--- src/hdl/toop_pkg.sv ---
// Package for the terminal option order parser: phase and result codes,
// order opcodes, range limits, the result record and the opcode decoder.
// Depends on nothing; every module of the block imports it.
package toop_pkg;

  localparam int unsigned COLUMNS = 80;
  localparam int unsigned COL_W = $clog2(COLUMNS);

  localparam int unsigned FIFO_DEPTH = 4;
  localparam int unsigned PTR_W = $clog2(FIFO_DEPTH);
  localparam int unsigned CNT_W = PTR_W + 1;

  localparam logic [7:0] MODE_RESET   = 8'h22;
  localparam logic [7:0] BIAS         = 8'h40;
  localparam logic [7:0] HOME_LIMIT   = 8'd24;
  localparam logic [7:0] MARGIN_LIMIT = 8'd80;
  localparam logic [7:0] COL_LIMIT    = 8'(COLUMNS);
  localparam logic [7:0] NEED_BYTES   = 8'd30;
  localparam logic [4:0] MAX_TABS     = 5'd28;

  localparam logic [7:0] OP_APL_ON      = 8'hA0;
  localparam logic [7:0] OP_APL_OFF     = 8'h61;
  localparam logic [7:0] OP_NULL_OFF    = 8'h95;
  localparam logic [7:0] OP_NULL_ON     = 8'hD5;
  localparam logic [7:0] OP_ZONES_ON    = 8'hA9;
  localparam logic [7:0] OP_ZONES_OFF   = 8'hE9;
  localparam logic [7:0] OP_ENTNL_ON    = 8'h85;
  localparam logic [7:0] OP_ENTNL_OFF   = 8'hC5;
  localparam logic [7:0] OP_CFTAB_ON    = 8'h83;
  localparam logic [7:0] OP_CFTAB_OFF   = 8'hC3;
  localparam logic [7:0] OP_PACING_OFF  = 8'h97;
  localparam logic [7:0] OP_PACING_ON   = 8'hD7;
  localparam logic [7:0] OP_ALPHA_ON    = 8'hA5;
  localparam logic [7:0] OP_ALPHA_OFF   = 8'hE5;
  localparam logic [7:0] OP_WRAP_ON     = 8'hA6;
  localparam logic [7:0] OP_WRAP_OFF    = 8'hE6;
  localparam logic [7:0] OP_TAB_ORDER   = 8'hE3;

  typedef enum logic [1:0] {
    PH_IDLE   = 2'd0,
    PH_HOME   = 2'd1,
    PH_MARGIN = 2'd2,
    PH_TABS   = 2'd3
  } phase_e;

  typedef enum logic [1:0] {
    KIND_DONE = 2'd0,
    KIND_MORE = 2'd1,
    KIND_TAB  = 2'd2
  } kind_e;

  typedef struct packed {
    kind_e      kind;
    logic [4:0] consumed;
    logic [7:0] option_flags;
    logic [4:0] home_row;
    logic [6:0] left_margin;
    logic       tab_stop;
  } res_t;

  typedef struct packed {
    logic [7:0] set;
    logic [7:0] clr;
  } mask_t;

  function automatic mask_t op_mask(input logic [7:0] b);
    mask_t m;
    m = '0;
    unique case (b)
      OP_APL_ON:     m.set = 8'h01;
      OP_APL_OFF:    m.clr = 8'h01;
      OP_NULL_OFF:   m.clr = 8'h02;
      OP_NULL_ON:    m.set = 8'h02;
      OP_ZONES_ON:   m.set = 8'h04;
      OP_ZONES_OFF:  m.clr = 8'h04;
      OP_ENTNL_ON:   m.set = 8'h08;
      OP_ENTNL_OFF:  m.clr = 8'h08;
      OP_CFTAB_ON:   m.set = 8'h10;
      OP_CFTAB_OFF:  m.clr = 8'h10;
      OP_PACING_OFF: m.clr = 8'h20;
      OP_PACING_ON:  m.set = 8'h20;
      OP_ALPHA_ON:   m.set = 8'h40;
      OP_ALPHA_OFF:  m.clr = 8'h40;
      OP_WRAP_ON:    m.set = 8'h80;
      OP_WRAP_OFF:   m.clr = 8'h80;
      default:       m = '0;
    endcase
    return m;
  endfunction

  function automatic logic [COLUMNS-1:0] tab_reset();
    logic [COLUMNS-1:0] r;
    for (int i = 0; i < COLUMNS; i++) begin
      r[i] = (i[2:0] == 3'd0);
    end
    return r;
  endfunction

endpackage

--- src/hdl/terminal_option_order_parser_core.sv ---
// Top level of the terminal option order parser: input register, order
// parser with its settings and tab map, and the result queue.
// Depends on toop_pkg.
//
// Usage: order bytes and tab stop queries arrive on the request channel
// (in_valid_i / in_ready_o); results leave on the result channel
// (out_valid_o / out_ready_i). A request is held in an input register and
// parsed from there; its results are then written to a four-entry queue
// that feeds the result channel. One request can be taken every cycle
// while the queue has room. A request gives zero, one or two results; a
// bad tab byte that is parsed again as an opcode can give two.
// The parse step waits until the queue has room for two results; when the
// receiver stalls, the queue fills and then the input register holds its
// request and in_ready_o drops. Nothing is lost or repeated.
// At reset the queue empties, the parser goes idle, null processing and
// pacing are set, home row and left margin are zero and a tab stop is set
// at every eighth column. No clearing pass is needed after reset.
module terminal_option_order_parser_core
  import toop_pkg::*;
(
  input  logic       clk_i,
  input  logic       rst_ni,
  input  logic       in_valid_i,
  output logic       in_ready_o,
  input  logic       cmd_i,
  input  logic [7:0] data_byte_i,
  input  logic [7:0] follow_count_i,
  input  logic       control_i,
  input  logic [6:0] query_column_i,
  output logic       out_valid_o,
  input  logic       out_ready_i,
  output logic [1:0] kind_o,
  output logic [4:0] consumed_o,
  output logic [7:0] option_flags_o,
  output logic [4:0] home_row_o,
  output logic [6:0] left_margin_o,
  output logic       tab_stop_o
);

  logic             s1_valid_q;
  logic             cmd_q;
  logic [7:0]       byte_q;
  logic [7:0]       follow_q;
  logic             ctl_q;
  logic [6:0]       qcol_q;

  logic [7:0]         flags_q, flags_d;
  logic [4:0]         home_q, home_d;
  logic [6:0]         margin_q, margin_d;
  logic [COLUMNS-1:0] tab_q, tab_d;
  phase_e             phase_q, phase_d;
  logic [4:0]         obytes_q, obytes_d;
  logic [4:0]         ttaken_q, ttaken_d;

  res_t             fifo_q [FIFO_DEPTH];
  logic [PTR_W-1:0] wr_ptr_q, rd_ptr_q;
  logic [CNT_W-1:0] count_q;

  logic       fire;
  logic       pop;
  logic       push0, push1;
  res_t       res0, res1;
  logic [7:0] v;
  logic       bad_home, bad_margin, bad_tab;
  logic       do_op, op_slot;
  mask_t      mask;

  assign fire       = s1_valid_q && (count_q <= CNT_W'(FIFO_DEPTH - 2));
  assign in_ready_o = !s1_valid_q || fire;
  assign pop        = out_valid_o && out_ready_i;

  always_ff @(posedge clk_i or negedge rst_ni) begin
    if (!rst_ni) begin
      s1_valid_q <= 1'b0;
    end else if (in_ready_o) begin
      s1_valid_q <= in_valid_i;
    end
  end

  always_ff @(posedge clk_i) begin
    if (in_valid_i && in_ready_o) begin
      cmd_q    <= cmd_i;
      byte_q   <= data_byte_i;
      follow_q <= follow_count_i;
      ctl_q    <= control_i;
      qcol_q   <= query_column_i;
    end
  end

  assign v          = byte_q - BIAS;
  assign bad_home   = (byte_q < BIAS) || (v >= HOME_LIMIT);
  assign bad_margin = (byte_q < BIAS) || (v >= MARGIN_LIMIT);
  assign bad_tab    = (byte_q < BIAS) || (v >= COL_LIMIT);
  assign mask       = op_mask(byte_q);

  // The state variables are updated in model order, so a result built at
  // any point carries the settings as they stand at that point.
  always_comb begin
    flags_d  = flags_q;
    home_d   = home_q;
    margin_d = margin_q;
    tab_d    = tab_q;
    phase_d  = phase_q;
    obytes_d = obytes_q;
    ttaken_d = ttaken_q;
    push0    = 1'b0;
    push1    = 1'b0;
    res0     = '0;
    res1     = '0;
    do_op    = 1'b0;
    op_slot  = 1'b0;

    if (cmd_q) begin
      push0             = 1'b1;
      res0.kind         = KIND_TAB;
      res0.option_flags = flags_d;
      res0.home_row     = home_d;
      res0.left_margin  = margin_d;
      res0.tab_stop = ({1'b0, qcol_q} < COL_LIMIT) ? tab_q[qcol_q[COL_W-1:0]] : 1'b0;
    end else begin
      unique case (phase_q)
        PH_HOME: begin
          obytes_d = obytes_q + 5'd1;
          if (bad_home) begin
            push0 = 1'b1;
          end else begin
            home_d = v[4:0];
            if (follow_q == 8'd0) begin
              push0 = 1'b1;
            end else begin
              phase_d = PH_MARGIN;
            end
          end
        end
        PH_MARGIN: begin
          obytes_d = obytes_q + 5'd1;
          if (bad_margin) begin
            push0 = 1'b1;
          end else begin
            margin_d = v[6:0];
            if (follow_q == 8'd0) begin
              push0 = 1'b1;
            end else begin
              phase_d  = PH_TABS;
              ttaken_d = 5'd0;
            end
          end
        end
        PH_TABS: begin
          if (bad_tab) begin
            push0   = 1'b1;
            do_op   = 1'b1;
            op_slot = 1'b1;
          end else begin
            tab_d[v[COL_W-1:0]] = 1'b1;
            ttaken_d = ttaken_q + 5'd1;
            obytes_d = obytes_q + 5'd1;
            if ((ttaken_d >= MAX_TABS) || (follow_q == 8'd0)) begin
              push0 = 1'b1;
            end
          end
        end
        default: begin
          do_op = 1'b1;
        end
      endcase

      if (push0) begin
        res0.kind         = KIND_DONE;
        res0.consumed     = obytes_d;
        res0.option_flags = flags_d;
        res0.home_row     = home_d;
        res0.left_margin  = margin_d;
        phase_d  = PH_IDLE;
        obytes_d = 5'd0;
        ttaken_d = 5'd0;
      end

      if (do_op) begin
        if (byte_q == OP_TAB_ORDER) begin
          if (!ctl_q && (follow_q < NEED_BYTES)) begin
            res1.kind         = KIND_MORE;
            res1.option_flags = flags_d;
            res1.home_row     = home_d;
            res1.left_margin  = margin_d;
            if (op_slot) begin
              push1 = 1'b1;
            end else begin
              push0 = 1'b1;
              res0  = res1;
            end
          end else begin
            tab_d    = '0;
            obytes_d = 5'd1;
            ttaken_d = 5'd0;
            if (follow_q == 8'd0) begin
              res1.kind         = KIND_DONE;
              res1.consumed     = obytes_d;
              res1.option_flags = flags_d;
              res1.home_row     = home_d;
              res1.left_margin  = margin_d;
              phase_d  = PH_IDLE;
              obytes_d = 5'd0;
              if (op_slot) begin
                push1 = 1'b1;
              end else begin
                push0 = 1'b1;
                res0  = res1;
              end
            end else begin
              phase_d = PH_HOME;
            end
          end
        end else begin
          flags_d           = (flags_d | mask.set) & ~mask.clr;
          res1.kind         = KIND_DONE;
          res1.consumed     = 5'd1;
          res1.option_flags = flags_d;
          res1.home_row     = home_d;
          res1.left_margin  = margin_d;
          phase_d  = PH_IDLE;
          obytes_d = 5'd0;
          ttaken_d = 5'd0;
          if (op_slot) begin
            push1 = 1'b1;
          end else begin
            push0 = 1'b1;
            res0  = res1;
          end
        end
      end
    end
  end

  always_ff @(posedge clk_i or negedge rst_ni) begin
    if (!rst_ni) begin
      flags_q  <= MODE_RESET;
      home_q   <= 5'd0;
      margin_q <= 7'd0;
      tab_q    <= tab_reset();
      phase_q  <= PH_IDLE;
      obytes_q <= 5'd0;
      ttaken_q <= 5'd0;
    end else if (fire) begin
      flags_q  <= flags_d;
      home_q   <= home_d;
      margin_q <= margin_d;
      tab_q    <= tab_d;
      phase_q  <= phase_d;
      obytes_q <= obytes_d;
      ttaken_q <= ttaken_d;
    end
  end

  always_ff @(posedge clk_i or negedge rst_ni) begin
    if (!rst_ni) begin
      wr_ptr_q <= '0;
      rd_ptr_q <= '0;
      count_q  <= '0;
    end else begin
      wr_ptr_q <= wr_ptr_q + PTR_W'(fire & push0) + PTR_W'(fire & push1);
      rd_ptr_q <= rd_ptr_q + PTR_W'(pop);
      count_q  <= count_q + CNT_W'(fire & push0) + CNT_W'(fire & push1) - CNT_W'(pop);
    end
  end

  always_ff @(posedge clk_i) begin
    if (fire && push0) begin
      fifo_q[wr_ptr_q] <= res0;
    end
    if (fire && push1) begin
      fifo_q[wr_ptr_q + PTR_W'(1)] <= res1;
    end
  end

  assign out_valid_o    = (count_q != '0);
  assign kind_o         = fifo_q[rd_ptr_q].kind;
  assign consumed_o     = fifo_q[rd_ptr_q].consumed;
  assign option_flags_o = fifo_q[rd_ptr_q].option_flags;
  assign home_row_o     = fifo_q[rd_ptr_q].home_row;
  assign left_margin_o  = fifo_q[rd_ptr_q].left_margin;
  assign tab_stop_o     = fifo_q[rd_ptr_q].tab_stop;

endmodule

--- config.mk ---
export PLATFORM = sky130hd
export DESIGN_NAME = terminal_option_order_parser_core
export DESIGN_NICKNAME = d
export VERILOG_FILES = /design/src/hdl/toop_pkg.sv /design/src/hdl/terminal_option_order_parser_core.sv
export SDC_FILE = /design/constraint.sdc
export NUM_CORES = 1
export LEC_CHECK = 0
export BUFFER_PORTS_ARGS = -buffer_cell sky130_fd_sc_hd__buf_2
export CORE_AREA = 2 2 156 158
export DETAILED_ROUTE_END_ITERATION = 8
export DIE_AREA = 0 0 158 160
export MAX_ROUTING_LAYER = met4
export PLACE_DENSITY = 0.76
export RECOVER_POWER = 50
export SETUP_SLACK_MARGIN = 0.2
export SLEW_MARGIN = 20
export SYNTH_ARGS = -nofsm -noshare
export SYNTH_HDL_FRONTEND = slang
export SYNTH_SLANG_ARGS = --single-unit
--- constraint.sdc ---
create_clock -name clk_i -period 8.99 [get_ports clk_i]
set_input_delay 1.3485 -clock clk_i [delete_from_list [all_inputs] [get_ports clk_i]]
set_output_delay 1.3485 -clock clk_i [all_outputs]
set_load 0.05 [all_outputs]
# == Yosys cells after proc, flatten, opt, wreduce, memory -nomap -nowiden ==
# Memory sizes are Yosys's and may differ from the RTL's.
# Index checks and enable logic that the tools add are counted.
# totals
regBits,145
mem_count,1
ram_bits,112
elab_cells,172
inputBits,29
# classes
eq_ne,20
muxes,87
add_sub_neg,10
n_lt_le_gt_ge,10
n_reduce_logical,18
bitwise,10
# mem_list
name,depth,word_bits,rd,rd_ports_with_merged_regs,write_ports,line,rtl
fifo_q,4,28,1,0,2,terminal_option_order_parser_core.sv:55,res_t fifo_q [FIFO_DEPTH];
# ops
operator,n
$mux W80,5
$mux W28,6
$eq A8 B8 Y1 const B,16
$pmux W8 S8,2
$mux W27,3
$or A80 B80 Y80,1
$mux W5,15
$mux W21,2
$mux W1,32
$mux W26,1
$mux W25,1
$mux W2,10
$mux W20,1
$pmux W5 S2,2
$lt A7 B8 Y1 const B,2
$mux W7,2
$add A5 B1 Y5 const B,2
$and A8 B8 Y8,1
$eq A8 B7 Y1 const B,1
$ge A8 B5 Y1 const B,1
$ge A8 B7 Y1 const B,1
$logic_not A8 Y1,1
$lt A8 B5 Y1 const B,1
$lt A8 B7 Y1 const B,1
27 further kinds,45

# == Longest topological paths before layout ==
# Gate-level depths: netlist of the first run.
# depth
ltp_word,17
depth_mapped,12
depth_no_buf,12

# == Worst setup path before layout of the first run ==
# No wires, ideal clock.
# synth_timing
path_type,reg-to-output
start,reg rd_ptr_q[0]
end,out home_row_o[0]
setup_slack_ns,5.529
arrival_time_ns,2.113
n_path_buf,2
stages_incl_launch_ff,4
t_required_ns,7.641
cell_sequence,dfrtp_1 -> clkbuf_1 -> buf_1 -> mux4_2
# synth_between
elab_chain_cells,1
# synth_rtl
item,line,rtl
"start, declared",terminal_option_order_parser_core.sv:56,"logic [PTR_W-1:0] wr_ptr_q, rd_ptr_q;"
"start signal, assigned",terminal_option_order_parser_core.sv:262,rd_ptr_q <= rd_ptr_q + PTR_W'(pop);
$mem_v2 Z4 W28,n/a,
"end, declared",terminal_option_order_parser_core.sv:35,"output logic [4:0] home_row_o,"
# Every way passes these cells.

# == Worst setup path in the final report of the first run ==
# layout_timing
start,reg byte_q[5]
end,reg tab_q[27]
# layout_between
elab_chain_cells,11
elab_cells_between_ends,19
# layout_rtl
item,line,rtl
"start, declared",terminal_option_order_parser_core.sv:42,logic [7:0] byte_q;
"start signal, assigned",terminal_option_order_parser_core.sv:83,byte_q <= data_byte_i;
$sub A8 B7 Y8,terminal_option_order_parser_core.sv:90,assign v = byte_q - BIAS;
$lt A7 B8 Y1 (implied by the code) / $ge A7 B1 Y1 (equally long branches),terminal_option_order_parser_core.sv:155,tab_d[v[COL_W-1:0]] = 1'b1;
$logic_and A1 B1 Y1 (implied by the code),terminal_option_order_parser_core.sv:155,
$mux W1 (implied by the code),terminal_option_order_parser_core.sv:155,
$demux W1 S7,terminal_option_order_parser_core.sv:155,
$or A80 B80 Y80 (no source line),n/a,
$mux W80,terminal_option_order_parser_core.sv:150,if (bad_tab) begin
$mux W80,terminal_option_order_parser_core.sv:121,unique case (phase_q)
$mux W80,terminal_option_order_parser_core.sv:181,if (!ctl_q && (follow_q < NEED_BYTES)) begin
$mux W80,terminal_option_order_parser_core.sv:180,if (byte_q == OP_TAB_ORDER) begin
$mux W80 (*),terminal_option_order_parser_core.sv:179,if (do_op) begin
"end signal, assigned",terminal_option_order_parser_core.sv:240,tab_q <= tab_reset();
"end signal, assigned",terminal_option_order_parser_core.sv:248,tab_q <= tab_d;
"end, declared",terminal_option_order_parser_core.sv:50,"logic [COLUMNS-1:0] tab_q, tab_d;"
# Every way passes the cells marked *; elsewhere a longest branch is shown, timed or not. The select of a mux whose other input is x is not followed.
# A chain may end at the register's enable or synchronous reset.

==> flow_summary.toml, run 1 <==
[outcome]
run_status = "finished with violations"
violations = "max-capacitance violations, max-slew violations"

[timing]
max_slew_margin_pct = -148
worst_pin_slew_ns = 3.71
setup_ws_ns = 3.16
finalSetupTns_ns = 0
finalHoldViolCount = 0
finalCritPeriodShare_pct = 64.9
slew_viol_final = 204
min_period_ns = 5.83
skew_ns = 0.0119
max_freq_ghz = 0.171
grt_setup_unrepaired = "no"
setup_violations = 0
hold_ws_ns = 0.460

[min_path]
hold_class = "flip-flop to flip-flop"
hold_path_startpoint = "rd_ptr_q[1]"
holdPathEnd = "rd_ptr_q[1]"
whs_path_depth = 1

[logic_synthesis]
synth_ff_type = "edfxtp_1"
synth_fp_nets = 1203
netlist_area_sq_um = 12700
synthCells = 1155
ys_types = 72
ys_ff_latch = 257
avgSynthCellArea_sq_um = 11.0
ys_warn_count = 0
ys_async_sr_fraction_pct = 46.7
synth-edff-count = 113
yosysSeqAreaShare_pct = 54.2

[route]
drtIter0Drc = 1115
vias = 9751
vias_per_cell = 6.37
totalWireLength_mm = 33.4
drc = 0
firstDrtPassIters = 5
wl_per_cell_um = 21.8
antenna_left = 0

[global_route]
antenna_found_initial = 0
grt_pass1_vias = 9270
grt_max_degree = 81
grt_usage_pct = 27.8
grt_pass1_wl_mm = 52.7
grt_overflow_total = 0

[final_layout]
final_nets = 1234
areaGrowthSynthToFinish_pct = 11.1
final_layout_size_suffix_gt1_share_pct = 15.5
num_antenna_cells = 0
final_core_util_pct = 59.3

[cts]
cts_resized = 0
clock_latency_ns = 0.54
numCtsBuffers = 27
clock-sinks = 257
ctsRootBufferMaster = "clkbuf_16"
clock_path_buffers = 3
clk_pin_slew_worst_paths_ns = 0.06
cts_setup_buffers = 0
htreeDepth = 1
cts_hold_buf = 0
cts_tree = "built"

[placement]
gp_congestion = 0.922
place_ws_ns = 4.42
hpwl_mm = 22.4
io_buffers = 58

[setup_path]
rr_worst_depth = 7
reg2reg_from = "byte_q[5]"
critPathKind = "flip-flop to flip-flop"
r2r_end = "tab_q[27]"
cp-start-kind = "flip-flop"
arrival_ns = 6.10
cp-end-kind = "flip-flop"
crit_fanout = 80
r2r_setup_slack_ns = 3.16
critPathRequiredTime_ns = 9.26

[floorplan]
rows = 57
die-height_um = 160
start_util_pct = 53.4
coreArea_sq_um = 23800
ioPinCount = 59
die_w_um = 158
die-area_sq_um = 25300

[pwr]
p_total_mw = 3.94
power_density_nw_per_um2 = 279
ir_worst_vdd_mv = 0.177
p_leak_nw = 5.39

[flow_run]
max_cap_violations = 4
state kept, by name (all words and copies together), names as in the netlist:
register and count:
wr_ptr_q 2, home_q 5, obytes_q 5, rd_ptr_q 2, fifo_q 112, cmd_q 1
phase_q 2, byte_q 8, count_q 3, tab_q 80, ctl_q 1, flags_q 8
ttaken_q 5, margin_q 7, qcol_q 7, follow_q 8, s1_valid_q 1
area by class of cell:
class | instances | area (sq um)
clock buffer | 42 | 835
clock inverter | 8 | 75.1
fill | 1987 | 9690
inverter | 23 | 86.3
multi-input combinational | 806 | 5480
sequential | 257 | 6890
tap | 324 | 405
timing repair buffer | 71 | 358
Yosys cell counts (3+ instances only):
cell type | n | share of area, %
o221ai_1 | 26 | 1.8
mux4_2 | 50 | 8.9
a22o_1 | 26 | 1.8
a31oi_1 | 16 | 0.79
clkbuf_1 | 63 | 1.9
a211oi_1 | 3 | 0.18
xor2_1 | 4 | 0.28
o22ai_1 | 20 | 0.98
mux2i_1 | 10 | 0.79
nor4_1 | 4 | 0.20
ha_1 | 16 | 1.6
edfxtp_1 | 113 | 27
o21ai_0 | 63 | 2.5
mux2_2 | 10 | 0.89
a21o_1 | 3 | 0.18
a211oi_2 | 3 | 0.30
or2_2 | 5 | 0.25
o21a_1 | 6 | 0.35
o21ai_1 | 3 | 0.12
a21oi_1 | 130 | 5.1
or3_1 | 7 | 0.34
o211ai_1 | 4 | 0.24
dfxtp_1 | 24 | 3.8
nand3_1 | 41 | 1.6
nor2_1 | 137 | 4.0
nand2b_1 | 10 | 0.49
and2_1 | 7 | 0.34
nor2b_1 | 4 | 0.20
buf_1 | 3 | 0.089
nor3_1 | 16 | 0.63
inv_1 | 23 | 0.68
dfrtp_1 | 108 | 21
nor3b_1 | 3 | 0.18
dfstp_2 | 12 | 2.5
o22a_1 | 3 | 0.21
a32o_1 | 4 | 0.31
xnor2_1 | 3 | 0.21
a221o_1 | 4 | 0.31
nand2_1 | 122 | 3.6
and3b_1 | 3 | 0.21
fa_1 | 3 | 0.47
critical path: stages, from the launching register on:
cell      delay [ns]
edfxtp_1        0.64
or4b_1          0.66
o211a_1         0.42
o21ai_0         0.79
nand2_1         0.21
nor3_1          0.18
clkbuf_1        2.39
nor2_1          0.21
report_power, final:
part / internal, mW / switching [mW]
sequential: 1.42 / 0.162
combinational: 0.365 / 0.871
clock: 0.668 / 0.456
total: 2.45 / 1.49
kinds of logic (layout without fill, tap and decap cells):
logic type | count (synthesis) | count (layout) | synth area share, %
AOI/OAI and AO/OA | 339 | 339 | 17.1
xor gates and xnor gates | 7 | 7 | 0.482
adders and majority gates | 19 | 19 | 2.05
buffers and inverters | 92 | 144 | 2.81
DFF | 257 | 257 | 54.2
muxes | 70 | 70 | 10.5
and+or+nand+nor | 371 | 371 | 12.9
how the worst max path moves through the flow:
stage / start / to / slack (ns) / cells past startpoint
6_report: byte_q[5] / tab_q[27] / 3.16 / 7
3_5_place_dp: byte_q[5] / fifo_q[3][6] / 4.42 / 6
2_1_floorplan: rd_ptr_q[0] / home_row_o[0] / 5.53 / 3
4_1_cts: byte_q[5] / fifo_q[3][19] / 4.39 / 6
3_3_place_gp: byte_q[5] / fifo_q[3][1] / 4.56 / 6
5_1_grt: byte_q[5] / tab_q[37] / 2.63 / 7
layout by cell type (no fill, tap or decap), types with 12 or more instances in the layout:
master     instances
mux4_2            50
dfxtp_1           24
buf_2             46
dfrtp_1          108
a22o_1            26
clkbuf_16         29
a21oi_1          130
o22ai_1           20
nand3_1           41
nor3_1            14
o21ai_0           65
ha_1              16
inv_1             23
o221ai_1          26
clkbuf_1          23
edfxtp_1         113
nor2_1           137
a31oi_1           17
nand2_1          120
dfstp_2           12
per-layer routing:
metal	track usage, %	share of wire, %	up-vias
li1	-	-	4406
met1	39.9	43	4738
met2	40.7	46	541
met3	5.10	9.0	66
met4	8.48	2.8	0
met5	-	0	-
through the flow:
| step | std cells | area, sq um |
|---|---|---|
| final | 1531 | 14100 |
| after global routing | 1531 | 14100 |
| after CTS | 1531 | 14200 |
| after detailed placement | 1481 | 13300 |
| after global placement | 1481 | 13300 |
| after floorplan | 1155 | 12700 |
(Power assumes the default switching activity.)
==> run 2, diff against run 1 <==
==> constraint.sdc (replaced) <==
create_clock -name clk_i -period 5.5 [get_ports clk_i]
set_input_delay 0.825 -clock clk_i [delete_from_list [all_inputs] [get_ports clk_i]]
set_output_delay 0.825 -clock clk_i [all_outputs]
set_load 0.05 [all_outputs]
==> run 2 against run 1 <==
Net effect:
- largest power group unchanged
- combinational power up 60%
- the flow still finishes with violations (max-capacitance violations, max-slew violations)
- clock power up 67%
- power up 63%
- core utilization up 0.079 points
- final area up 0.13%
- wire length down 1.2%
- clock-buffer cell count up 2
==> flow_summary.toml, run 2 (synthesis gave the netlist of run 1 again) <==
[outcome]
run_status = "finished with violations"
violations = "max-capacitance violations, max-slew violations"

[setup_path]
cp-end-kind = "flip-flop"
rr_worst_depth = 6
startpoint = "byte_q[5]"
critPathKind = "flip-flop to flip-flop"
cp-start-kind = "flip-flop"
path_cells = "nor3b_1 > and3_1 > o21ai_1 > a31oi_2 > a211o_1 > nand2_1"
slowest_delay_ns = 0.81
reg2reg_from = "byte_q[5]"
r2r_end = "fifo_q[3][3]"
r2r_setup_slack_ns = 0.59
arrival_ns = 4.95
cp_slowest_cell = "nand2_1"
crit_fanout = 23
critPathRequiredTime_ns = 5.54

[cts]
cts_setup_buffers = 0
numCtsBuffers = 28
clock_latency_ns = 0.54
ctsRootBufferMaster = "clkbuf_16"
clock_path_buffers = 3
htreeDepth = 1
clk_pin_slew_worst_paths_ns = 0.06
cts_resized = 0
cts_hold_buf = 0
clock-sinks = 257
cts_tree = "built"

[floorplan]
start_util_pct = 53.4
ioPinCount = 59
rows = 57
die_w_um = 158
coreArea_sq_um = 23800
die-height_um = 160
die-area_sq_um = 25300

[flow_run]
max_cap_violations = 5

[timing]
max_slew_margin_pct = -109
grt_setup_unrepaired = "no"
max_freq_ghz = 0.204
worst_pin_slew_ns = 3.14
min_period_ns = 4.91
setup_violations = 0
setup_ws_ns = 0.587
finalCritPeriodShare_pct = 89.3
hold_ws_ns = 0.453
finalSetupTns_ns = 0
skew_ns = 0.0153
finalHoldViolCount = 0
slew_viol_final = 260

[route]
drc = 0
drtIter0Drc = 1237
vias = 9774
firstDrtPassIters = 6
antenna_left = 0
totalWireLength_mm = 33.0
vias_per_cell = 6.36
wl_per_cell_um = 21.5

[global_route]
antenna_found_initial = 0
grt_pass1_wl_mm = 51.8
grt_pass1_vias = 9203
grt_overflow_total = 0
grt_max_degree = 81
grt_usage_pct = 27.2

[placement]
gp_congestion = 0.929
place_inst = 1485
place_ws_ns = 1.06
placed_cell_area_sq_um = 13300
hpwl_mm = 22.6
io_buffers = 58

[min_path]
hold_class = "primary input to flip-flop"
whs_path_depth = 1
holdPathEnd = "cmd_q"
hold_path_startpoint = "cmd_i"

[final_layout]
top_regs = "fifo_q (112), tab_q (80)"
areaGrowthSynthToFinish_pct = 11.2
stdcell_count = 1537
seq_area_sq_um = 6890
final_layout_size_suffix_gt1_share_pct = 13.9
multi_input_area_sq_um = 5460
final_nets = 1239
mostFrequentLayoutCell = "nor2_1"
layout_common_cells = "137 x nor2_1, 130 x a21oi_1, 121 x nand2_1"
fin_area_sq_um = 14100
num_antenna_cells = 0
final_core_util_pct = 59.4
nFillCells = 1994
largest_register = "fifo_q"
largest_reg_flops = 112

[pwr]
p_total_mw = 6.43
p_leak_nw = 5.36
power_density_nw_per_um2 = 455
ir_worst_vdd_mv = 0.306
==> run 2: changes by cell type in the layout (fill, tap and decap cells not counted), moves of 2 or more <==
cell / before / now
clkinv_4: 0 / 2
clkbuf_2: 0 / 2
buf_4: 9 / 13
inv_6: 2 / 0
buf_2: 46 / 24
clkbuf_1: 23 / 43
clkinv_2: 4 / 2
clkbuf_8: 6 / 8
==> run 2: layout make-up <==
cell class / count / area share, %
multi-input combinational: 806 / 38.6
sequential: 257 / 48.7
inverter: 23 / 0.610
timing repair buffer: 75 / 2.56
clock buffer: 44 / 6.09
clock inverter: 8 / 0.539
tap: 324 / 2.87
==> run 2: metal layers <==
layer	part of all wire, %	GRT usage (%)	routed length [um]	up-vias
met5	0	-	0	-
li1	-	-	-	4413
met4	2.3	7.45	770	0
met3	9.2	4.69	3040	65
met1	43	39.7	14300	4759
met2	45	39.7	14900	537
==> run 2: worst max-delay path by stage <==
| stage | end | cells past startpoint |
|---|---|---|
| 6_report | fifo_q[3][3] | 6 |
| 5_1_grt | fifo_q[3][11] | 6 |
| 4_1_cts | fifo_q[3][3] | 6 |
| 3_5_place_dp | fifo_q[3][2] | 6 |
| 3_3_place_gp | fifo_q[0][26] | 7 |
| 2_1_floorplan | fifo_q[0][10] | 8 |
==> run 2: critical path, delay by kind of cell, from the launching register on <==
kind             cells  cell delay (ns)
AO/OA/AOI/OAI        3             1.50
flip-flops           1             0.71
AND/OR/NAND/NOR      3             2.17
==> run 2: report_power, final <==
group          internal, mW  switching [mW]
Sequential             2.32           0.271
Clock                  1.12           0.748
Combinational         0.562            1.41
Total                  4.00            2.43
